**src/rtl/ufxf_pkg.sv**
```systemverilog
// Shared types and constants of the buffered serial port core.
// No dependencies; every other file but the defines header refers to this package by scoped names.
package ufxf_pkg;

    localparam int BYTE_W = 8;

    // Event kinds
    localparam logic [2:0] KIND_LINE_RX  = 3'd0;
    localparam logic [2:0] KIND_READ     = 3'd1;
    localparam logic [2:0] KIND_WRITE    = 3'd2;
    localparam logic [2:0] KIND_TX_READY = 3'd3;
    localparam logic [2:0] KIND_SET_FLOW = 3'd4;

    // Status codes
    localparam logic [1:0] STAT_OK         = 2'd0;
    localparam logic [1:0] STAT_WR_FULL    = 2'd1;
    localparam logic [1:0] STAT_RX_DROPPED = 2'd2;
    localparam logic [1:0] STAT_RD_EMPTY   = 2'd3;

    // Configuration register indexes
    localparam logic [1:0] CFG_FLOW_ENABLE  = 2'd0;
    localparam logic [1:0] CFG_FLOW_MARGIN  = 2'd1;
    localparam logic [1:0] CFG_CR_BEFORE_LF = 2'd2;

    // Character codes
    localparam logic [7:0] CH_XON  = 8'h11;
    localparam logic [7:0] CH_XOFF = 8'h13;
    localparam logic [7:0] CH_LF   = 8'h0A;
    localparam logic [7:0] CH_CR   = 8'h0D;
    localparam logic [7:0] CH_NONE = 8'h00;

    localparam logic [4:0] MARGIN_RESET = 5'd5;

    typedef enum logic [1:0] {
        ST_IDLE,
        ST_RX_READ,
        ST_TX_READ,
        ST_LF_WRITE
    } state_t;

    typedef struct packed {
        logic [2:0] kind;
        logic [7:0] data;
    } in_t;

    typedef struct packed {
        logic       line_valid;
        logic [7:0] line_byte;
        logic       read_valid;
        logic [7:0] read_byte;
        logic [1:0] status;
        logic [5:0] rx_fill;
        logic [5:0] tx_fill;
        logic       flow_on;
    } out_t;

endpackage

```
**src/rtl/ufxf_ram.sv**
```systemverilog
// Byte-wide ring buffer storage: one write port, one read port, registered read.
// Uses ufxf_pkg for the byte width.
module ufxf_ram #(
    parameter int DEPTH = 64,
    parameter int AW    = $clog2(DEPTH)
) (
    input  logic                         clk,
    input  logic                         wr_en,
    input  logic [AW-1:0]                wr_addr,
    input  logic [ufxf_pkg::BYTE_W-1:0]  wr_data,
    input  logic                         rd_en,
    input  logic [AW-1:0]                rd_addr,
    output logic [ufxf_pkg::BYTE_W-1:0]  rd_data
);

    logic [ufxf_pkg::BYTE_W-1:0] mem [DEPTH];
    logic [ufxf_pkg::BYTE_W-1:0] rd_data_reg;

    always_ff @(posedge clk)
    begin
        if (wr_en)
        begin
            mem[wr_addr] <= wr_data;
        end
        if (rd_en)
        begin
            rd_data_reg <= mem[rd_addr];
        end
    end

    assign rd_data = rd_data_reg;

endmodule

```
**src/rtl/uart_fifo_xon_xoff_flow.sv**
```systemverilog
// Top level of the buffered serial port core with XON/XOFF flow control.
// Depends on ufxf_pkg and instantiates ufxf_ram for both ring buffers.

// Each transaction is one event: a byte from the line, a host read, a host write,
// a transmitter-ready tick or a host flow override. Both ring buffers live in
// single-port-read synchronous RAMs, so an event that pops a byte (a read of a
// non-empty receive buffer, or a transmitter tick that sends buffered data) passes
// through a second state for the registered read data, as does a line feed written
// with CR insertion on, which needs two writes through the one write port. All
// other events complete in the idle state. A result register plus one skid entry
// let the next transaction be taken while a result waits; apart from those second
// states, input stalls only when both are occupied. Each buffer holds depth minus
// one bytes; fill outputs are the fill modulo 64.
module uart_fifo_xon_xoff_flow #(
    parameter int RX_DEPTH = 64,
    parameter int TX_DEPTH = 64
) (
    input  logic              clk,
    input  logic              rst_n,
    input  logic              in_valid,
    output logic              in_ready,
    input  ufxf_pkg::in_t     in_data,
    output logic              out_valid,
    input  logic              out_ready,
    output ufxf_pkg::out_t    out_data,
    input  logic              cfg_write,
    input  logic [1:0]        cfg_index,
    input  logic [4:0]        cfg_data
);

    localparam int RX_AW = $clog2(RX_DEPTH);
    localparam int TX_AW = $clog2(TX_DEPTH);
    localparam int RX_FW = RX_AW + 6;
    localparam logic [RX_AW-1:0] RX_LAST  = RX_AW'(RX_DEPTH - 1);
    localparam logic [TX_AW-1:0] TX_LAST  = TX_AW'(TX_DEPTH - 1);
    localparam logic [RX_AW:0]   RX_DEPTH_W = (RX_AW + 1)'(RX_DEPTH);
    localparam logic [TX_AW:0]   TX_DEPTH_W = (TX_AW + 1)'(TX_DEPTH);
    localparam logic [RX_FW-1:0] RX_DEPTH_F = RX_FW'(RX_DEPTH);

    ufxf_pkg::state_t state_reg, state_next;

    logic [RX_AW-1:0] rx_head_reg, rx_head_next, rx_tail_reg, rx_tail_next;
    logic [TX_AW-1:0] tx_head_reg, tx_head_next, tx_tail_reg, tx_tail_next;
    logic             flow_state_reg, flow_state_next;
    logic [7:0]       pending_reg, pending_next;
    logic             flow_enable_reg;
    logic [4:0]       flow_margin_reg;
    logic             cr_lf_reg;

    logic             out_valid_reg, out_valid_next;
    ufxf_pkg::out_t   out_data_reg, out_data_next;
    logic             skid_valid_reg, skid_valid_next;
    ufxf_pkg::out_t   skid_data_reg, skid_data_next;

    // RAM ports
    logic             rx_wr_en, rx_rd_en, tx_wr_en, tx_rd_en;
    logic [RX_AW-1:0] rx_rd_addr;
    logic [TX_AW-1:0] tx_wr_addr, tx_rd_addr;
    logic [7:0]       tx_wr_data, rx_rd_data, tx_rd_data;

    logic             in_fire, done;
    ufxf_pkg::out_t   res_base, res;

    logic [RX_AW-1:0] rx_cnt, rx_cnt_next;
    logic [TX_AW-1:0] tx_cnt, tx_cnt_next;
    logic [RX_AW-1:0] rx_head_inc, rx_tail_inc;
    logic [TX_AW-1:0] tx_head_inc, tx_tail_inc, tx_free;
    logic [RX_AW-1:0] rx_fill_new;
    logic [RX_AW:0]   rx_diff, rx_diff_next;
    logic [TX_AW:0]   tx_diff, tx_diff_next;
    logic [RX_AW+5:0] rx_fill_ext;
    logic [TX_AW+5:0] tx_fill_ext;
    logic             add_cr;

    ufxf_ram #(.DEPTH(RX_DEPTH), .AW(RX_AW)) u_rx_ram (
        .clk     (clk),
        .wr_en   (rx_wr_en),
        .wr_addr (rx_head_reg),
        .wr_data (in_data.data),
        .rd_en   (rx_rd_en),
        .rd_addr (rx_rd_addr),
        .rd_data (rx_rd_data)
    );

    ufxf_ram #(.DEPTH(TX_DEPTH), .AW(TX_AW)) u_tx_ram (
        .clk     (clk),
        .wr_en   (tx_wr_en),
        .wr_addr (tx_wr_addr),
        .wr_data (tx_wr_data),
        .rd_en   (tx_rd_en),
        .rd_addr (tx_rd_addr),
        .rd_data (tx_rd_data)
    );

    assign in_ready  = (state_reg == ufxf_pkg::ST_IDLE) && !skid_valid_reg;
    assign in_fire   = in_valid && in_ready;
    assign out_valid = out_valid_reg;
    assign out_data  = out_data_reg;

    // Fill counts of the current pointers
    always_comb
    begin
        rx_diff = {1'b0, rx_head_reg} - {1'b0, rx_tail_reg};
        if (rx_head_reg < rx_tail_reg)
        begin
            rx_diff = rx_diff + RX_DEPTH_W;
        end
        rx_cnt = rx_diff[RX_AW-1:0];
        tx_diff = {1'b0, tx_head_reg} - {1'b0, tx_tail_reg};
        if (tx_head_reg < tx_tail_reg)
        begin
            tx_diff = tx_diff + TX_DEPTH_W;
        end
        tx_cnt = tx_diff[TX_AW-1:0];
        rx_head_inc = (rx_head_reg == RX_LAST) ? '0 : rx_head_reg + 1'b1;
        rx_tail_inc = (rx_tail_reg == RX_LAST) ? '0 : rx_tail_reg + 1'b1;
        tx_head_inc = (tx_head_reg == TX_LAST) ? '0 : tx_head_reg + 1'b1;
        tx_tail_inc = (tx_tail_reg == TX_LAST) ? '0 : tx_tail_reg + 1'b1;
        tx_free = TX_LAST - tx_cnt;
    end

    // Event decode: pointer updates, RAM accesses, flow control
    always_comb
    begin
        state_next      = state_reg;
        rx_head_next    = rx_head_reg;
        rx_tail_next    = rx_tail_reg;
        tx_head_next    = tx_head_reg;
        tx_tail_next    = tx_tail_reg;
        flow_state_next = flow_state_reg;
        pending_next    = pending_reg;
        rx_wr_en        = 1'b0;
        rx_rd_en        = 1'b0;
        rx_rd_addr      = rx_tail_reg;
        tx_wr_en        = 1'b0;
        tx_wr_addr      = tx_head_reg;
        tx_wr_data      = in_data.data;
        tx_rd_en        = 1'b0;
        tx_rd_addr      = tx_tail_reg;
        rx_fill_new     = rx_cnt;
        add_cr          = 1'b0;
        done            = 1'b0;
        res_base        = '0;

        case (state_reg)
            ufxf_pkg::ST_IDLE:
            begin
                if (in_fire)
                begin
                    done = 1'b1;
                    case (in_data.kind)
                        ufxf_pkg::KIND_LINE_RX:
                        begin
                            if (rx_cnt == RX_LAST)
                            begin
                                res_base.status = ufxf_pkg::STAT_RX_DROPPED;
                            end
                            else
                            begin
                                rx_wr_en     = 1'b1;
                                rx_head_next = rx_head_inc;
                                rx_fill_new  = rx_cnt + 1'b1;
                            end
                            if (flow_enable_reg && flow_state_reg &&
                                ({6'b0, rx_fill_new} + RX_FW'(flow_margin_reg) >= RX_DEPTH_F))
                            begin
                                pending_next    = ufxf_pkg::CH_XOFF;
                                flow_state_next = 1'b0;
                            end
                        end
                        ufxf_pkg::KIND_READ:
                        begin
                            if (rx_cnt == '0)
                            begin
                                res_base.status = ufxf_pkg::STAT_RD_EMPTY;
                            end
                            else
                            begin
                                rx_rd_en     = 1'b1;
                                rx_tail_next = rx_tail_inc;
                                rx_fill_new  = rx_cnt - 1'b1;
                                done         = 1'b0;
                                state_next   = ufxf_pkg::ST_RX_READ;
                            end
                            if (flow_enable_reg && !flow_state_reg &&
                                ({6'b0, rx_fill_new} <= RX_FW'(flow_margin_reg)))
                            begin
                                pending_next    = ufxf_pkg::CH_XON;
                                flow_state_next = 1'b1;
                            end
                        end
                        ufxf_pkg::KIND_WRITE:
                        begin
                            add_cr = cr_lf_reg && (in_data.data == ufxf_pkg::CH_LF);
                            if (tx_free == '0 || (add_cr && tx_free == TX_AW'(1)))
                            begin
                                res_base.status = ufxf_pkg::STAT_WR_FULL;
                            end
                            else
                            begin
                                tx_wr_en     = 1'b1;
                                tx_head_next = tx_head_inc;
                                if (add_cr)
                                begin
                                    // CR now, the LF itself in the next cycle
                                    tx_wr_data = ufxf_pkg::CH_CR;
                                    done       = 1'b0;
                                    state_next = ufxf_pkg::ST_LF_WRITE;
                                end
                            end
                        end
                        ufxf_pkg::KIND_TX_READY:
                        begin
                            if (pending_reg != ufxf_pkg::CH_NONE)
                            begin
                                res_base.line_valid = 1'b1;
                                res_base.line_byte  = pending_reg;
                                pending_next        = ufxf_pkg::CH_NONE;
                            end
                            else if (tx_cnt != '0)
                            begin
                                tx_rd_en     = 1'b1;
                                tx_tail_next = tx_tail_inc;
                                done         = 1'b0;
                                state_next   = ufxf_pkg::ST_TX_READ;
                            end
                        end
                        ufxf_pkg::KIND_SET_FLOW:
                        begin
                            if (flow_enable_reg && (in_data.data[0] != flow_state_reg))
                            begin
                                pending_next    = in_data.data[0] ? ufxf_pkg::CH_XON
                                                                  : ufxf_pkg::CH_XOFF;
                                flow_state_next = in_data.data[0];
                            end
                        end
                        default:
                        begin
                        end
                    endcase
                end
            end
            ufxf_pkg::ST_RX_READ:
            begin
                done                = 1'b1;
                res_base.read_valid = 1'b1;
                res_base.read_byte  = rx_rd_data;
                state_next          = ufxf_pkg::ST_IDLE;
            end
            ufxf_pkg::ST_TX_READ:
            begin
                done                = 1'b1;
                res_base.line_valid = 1'b1;
                res_base.line_byte  = tx_rd_data;
                state_next          = ufxf_pkg::ST_IDLE;
            end
            ufxf_pkg::ST_LF_WRITE:
            begin
                done         = 1'b1;
                tx_wr_en     = 1'b1;
                tx_wr_data   = ufxf_pkg::CH_LF;
                tx_head_next = tx_head_inc;
                state_next   = ufxf_pkg::ST_IDLE;
            end
            default:
            begin
                state_next = ufxf_pkg::ST_IDLE;
            end
        endcase
    end

    // Fill counts after the event, then the complete result
    always_comb
    begin
        rx_diff_next = {1'b0, rx_head_next} - {1'b0, rx_tail_next};
        if (rx_head_next < rx_tail_next)
        begin
            rx_diff_next = rx_diff_next + RX_DEPTH_W;
        end
        rx_cnt_next = rx_diff_next[RX_AW-1:0];
        tx_diff_next = {1'b0, tx_head_next} - {1'b0, tx_tail_next};
        if (tx_head_next < tx_tail_next)
        begin
            tx_diff_next = tx_diff_next + TX_DEPTH_W;
        end
        tx_cnt_next = tx_diff_next[TX_AW-1:0];
        rx_fill_ext = {6'b0, rx_cnt_next};
        tx_fill_ext = {6'b0, tx_cnt_next};
        res         = res_base;
        res.rx_fill = rx_fill_ext[5:0];
        res.tx_fill = tx_fill_ext[5:0];
        res.flow_on = flow_state_next;
    end

    // Result register with one skid entry
    always_comb
    begin
        out_valid_next  = out_valid_reg;
        out_data_next   = out_data_reg;
        skid_valid_next = skid_valid_reg;
        skid_data_next  = skid_data_reg;
        if (!out_valid_reg || out_ready)
        begin
            if (skid_valid_reg)
            begin
                out_valid_next  = 1'b1;
                out_data_next   = skid_data_reg;
                skid_valid_next = done;
                skid_data_next  = res;
            end
            else
            begin
                out_valid_next = done;
                out_data_next  = res;
            end
        end
        else if (done)
        begin
            skid_valid_next = 1'b1;
            skid_data_next  = res;
        end
    end

    always_ff @(posedge clk or negedge rst_n)
    begin
        if (!rst_n)
        begin
            state_reg       <= ufxf_pkg::ST_IDLE;
            rx_head_reg     <= '0;
            rx_tail_reg     <= '0;
            tx_head_reg     <= '0;
            tx_tail_reg     <= '0;
            flow_state_reg  <= 1'b1;
            pending_reg     <= ufxf_pkg::CH_NONE;
            flow_enable_reg <= 1'b1;
            flow_margin_reg <= ufxf_pkg::MARGIN_RESET;
            cr_lf_reg       <= 1'b0;
            out_valid_reg   <= 1'b0;
            skid_valid_reg  <= 1'b0;
        end
        else
        begin
            state_reg      <= state_next;
            rx_head_reg    <= rx_head_next;
            rx_tail_reg    <= rx_tail_next;
            tx_head_reg    <= tx_head_next;
            tx_tail_reg    <= tx_tail_next;
            flow_state_reg <= flow_state_next;
            pending_reg    <= pending_next;
            out_valid_reg  <= out_valid_next;
            skid_valid_reg <= skid_valid_next;
            if (cfg_write)
            begin
                case (cfg_index)
                    ufxf_pkg::CFG_FLOW_ENABLE:  flow_enable_reg <= cfg_data[0];
                    ufxf_pkg::CFG_FLOW_MARGIN:  flow_margin_reg <= cfg_data;
                    ufxf_pkg::CFG_CR_BEFORE_LF: cr_lf_reg       <= cfg_data[0];
                    default:
                    begin
                    end
                endcase
            end
        end
    end

    always_ff @(posedge clk)
    begin
        out_data_reg  <= out_data_next;
        skid_data_reg <= skid_data_next;
    end

endmodule

```
**config.mk**
```make
export PLATFORM = sky130hd
export DESIGN_NAME = uart_fifo_xon_xoff_flow
export DESIGN_NICKNAME = d
export VERILOG_FILES = /design/src/rtl/ufxf_pkg.sv /design/src/rtl/ufxf_ram.sv /design/src/rtl/uart_fifo_xon_xoff_flow.sv
export SDC_FILE = /design/constraint.sdc
export NUM_CORES = 1
export LEC_CHECK = 0
export BUFFER_PORTS_ARGS = -buffer_cell sky130_fd_sc_hd__buf_2
export CAP_MARGIN = 5
export CORE_ASPECT_RATIO = 1.4
export CORE_MARGIN = 5
export CORE_UTILIZATION = 30
export DETAILED_ROUTE_END_ITERATION = 8
export PLACE_DENSITY = 0.49
export SLEW_MARGIN = 10
export SYNTH_ARGS = -nofsm -noshare
export SYNTH_HDL_FRONTEND = slang
export SYNTH_SLANG_ARGS = --single-unit
```
**constraint.sdc**
```tcl
create_clock -name clk -period 13.45 [get_ports clk]
set_input_delay 0 -clock clk [delete_from_list [all_inputs] [get_ports clk]]
set_output_delay 0 -clock clk [all_outputs]
set_load 0.02 [all_outputs]
```
==> impl_metrics.env <==
export IMPL_die_area_mm2=0.163
export IMPL_cp_start_kind="register"
export IMPL_gr_usage_met1_pct=18.4
export IMPL_rsz0062_at_grt="false"
export IMPL_max_stage_delay_ns=0.58
export IMPL_crit_type="register to register"
export IMPL_pre_cts_slack_ns=7.74
export IMPL_reg_top3="u_rx_ram.mem: 512 flops, u_tx_ram.mem: 512 flops"
export IMPL_viasPerCell=4.95
export IMPL_die_x_um=343
export IMPL_syn_area_mm2=0.0465
export IMPL_synth_flop_cell="edfxtp_1"
export IMPL_skew_ns=0.0285
export IMPL_start_util_pct=30.1
export IMPL_cts_root_buffer="clkbuf_16"
export IMPL_final_cells=4754
export IMPL_rows=171
export IMPL_synth_largest_area_cell="edfxtp_1"
export IMPL_p_per_area_mw_per_mm2=201
export IMPL_hold_slack_ns=0.0393
export IMPL_post_route_min_period_ns=5.80
export IMPL_die_y_um=476
export IMPL_grt_overflow=0
export IMPL_mostFrequentLayoutCells="1106 x edfxtp_1, 232 x mux4_2, 196 x nor2_1, 135 x mux2i_1, 109 x clkbuf_16"
export IMPL_syn_nets=2541
export IMPL_post_cts_resized=0
export IMPL_post_cts_buffers=0
export IMPL_synth_distinct_cells=74
export IMPL_ir_drop_mv=0.136
export IMPL_setup_viol=0
export IMPL_path_cells="buf_4, clkinv_1, buf_4, ha_1, o21a_1, o2111a_1, or2_1, nor2_1, nor2_1, nor3_1, nand2_1, o21ai_0, ha_1, a21boi_0, o21a_1, nor2_1, or3_1, a211oi_1, a221oi_2"
export IMPL_worst_pin_slew_ns=1.14
export IMPL_ys_ff_latch=1144
export IMPL_power_leakage_nw=17.0
export IMPL_critPathRequiredTime_ns=13.88
export IMPL_finalCritPeriodShare_pct=43.1
export IMPL_routed_wl_um=118000
export IMPL_use_met2_pct=24.8
export IMPL_seq_area_frac_synth_pct=73.5
export IMPL_clk_pin_slew_ns=0.07
export IMPL_grt_pass1_vias=24708
export IMPL_fillCellCount=14401
export IMPL_hp_class="primary input to register"
export IMPL_dp_hpwl_um=74500
export IMPL_worst_path_max_fanout=27
export IMPL_core_area_mm2=0.155
export IMPL_drc=0
export IMPL_dpl_cell_count=4521
export IMPL_io_buffers=57
export IMPL_drive_gt1_share_pct=21.1
export IMPL_grt_max_degree=122
export IMPL_clkLatencyLatePin_ns=0.73
export IMPL_wl_per_cell_um=24.7
export IMPL_met3_usage_pct=2.35
export IMPL_clock_fmax_mhz=172
export IMPL_worstPathArrival_ns=6.23
export IMPL_path_common_cell="nor2_1"
export IMPL_setup_ws_ns=7.65
export IMPL_numCtsBuffers=107
export IMPL_cts_path_max_buffers=3
export IMPL_syn2layout_area_growth_pct=14.8
export IMPL_grt_pass1_wl_um=172000
export IMPL_syn_area_per_cell_um2=18.8
export IMPL_dr_pass1_iters=6
export IMPL_grtUsageTotal_pct=14.3
export IMPL_num_vias=23541
export IMPL_detail_route_antenna_nets=0
export IMPL_postSynth_asyncResetShare_pct=3.32
export IMPL_top_usage_layer="met2"
export IMPL_antenna_found_initial=2
export IMPL_fin_tns_setup_ns=0
export IMPL_finalHoldViolCount=0
export IMPL_holdBufCountCts=31
export IMPL_htreeDepth=3
export IMPL_maxSlewViolCount=0
export IMPL_final_common_cell="edfxtp_1"
export IMPL_postSynthCellCount=2472
export IMPL_num_antenna_cells=0
export IMPL_status="completed"
export IMPL_post_route_util_pct=34.5
export IMPL_drt_iter0_drc=1733
export IMPL_fin_nets=2654
export IMPL_gp_congestion=0.826
export IMPL_synth_top_area_share_pct=71.4
export IMPL_cts_tree="done"
export IMPL_yosysWarnings=0
export IMPL_ys_top_cells_by_area="edfxtp_1 71%, mux4_2 11%, mux2i_1 2.9%"
export IMPL_clkSinkCount=1144
export IMPL_synth_edf_count=1106
export IMPL_end_kind="register"
export IMPL_slowest_stage="nand2_1"
export IMPL_drv_cap=0
export IMPL_io_pins=58
export IMPL_max_slew_margin_rel_pct=24.0
-- power by group --
part	internal, W	switching [W]
combinational	0.00114	0.00183
clock	0.00189	0.00136
sequential	0.00435	0.000156
total	0.00737	0.00335
-- through the flow --
step	area (um2)	power [W]
CTS	53400	0.0109
global route	53400	0.0112
floorplan	46500	0.00647
finish	53400	0.0107
detailed placement	49300	0.00761
global placement	49300	0.00756
-- cell families (layout without fill, tap and decap cells) --
logic type | after synthesis | after routing | synth area share (%)
adder cells (fa/ha/maj) | 46 | 46 | 1.32
flip-flops | 1144 | 1144 | 73.5
buffers and inverters | 176 | 382 | 1.49
AO/OA/AOI/OAI | 272 | 272 | 4.16
XOR/XNOR | 30 | 30 | 0.581
multiplexers | 400 | 400 | 14.9
AND/OR/NAND/NOR | 404 | 404 | 4.02
-- critical path, delay by kind of cell (launching register included) --
| family | cells | cell delay [ns] |
|---|---|---|
| AOI/OAI and AO/OA | 7 | 1.47 |
| adders and majority gates | 2 | 0.64 |
| buffers and inverters | 3 | 0.77 |
| DFF | 1 | 0.36 |
| and+or+nand+nor | 7 | 2.23 |
-- cell type report --
cell class / instances / area [um2] / share of cell area, %
Multi-Input combinational cell: 1152 / 11700 / 22.0
Timing Repair Buffer: 127 / 901 / 1.69
Tap cell: 2076 / 2600 / 4.87
Sequential cell: 1144 / 34200 / 64.0
Inverter: 53 / 199 / 0.373
Clock buffer: 125 / 2800 / 5.24
Clock inverter: 77 / 991 / 1.86
-- final timing paths --
path	slack, ns	from	to	cells past startpoint
min in group asynchronous	0.46	rst_n	flow_margin_reg[1]	4
max in group asynchronous	12.48	rst_n	tx_rd_addr[1]	4
hold / removal	0.04	in_data[0]	u_rx_ram.mem[62][0]	2
hold reg to reg	0.51	skid_data_reg[9]	out_data[9]	2
setup / recovery	7.65	rx_rd_addr[3]	out_data[12]	19
setup reg to reg	7.65	rx_rd_addr[3]	out_data[12]	19
-- Yosys cell counts (all sizes together) (34+ instances only) --
cell,n
nand2,75
edfxtp,1106
o221ai,72
clkbuf,76
nor2,196
dfrtp,34
inv,49
mux2i,135
buf,47
ha,41
mux4,232
a21oi,62
-- routing by layer --
metal / vias to the layer above / part of all wire (%)
li1: 10257 / -
met1: 12433 / 41
met2: 661 / 51
met3: 190 / 5.0
met4: 0 / 3.3
met5: - / 0
Power figures use the tool's default switching activity.
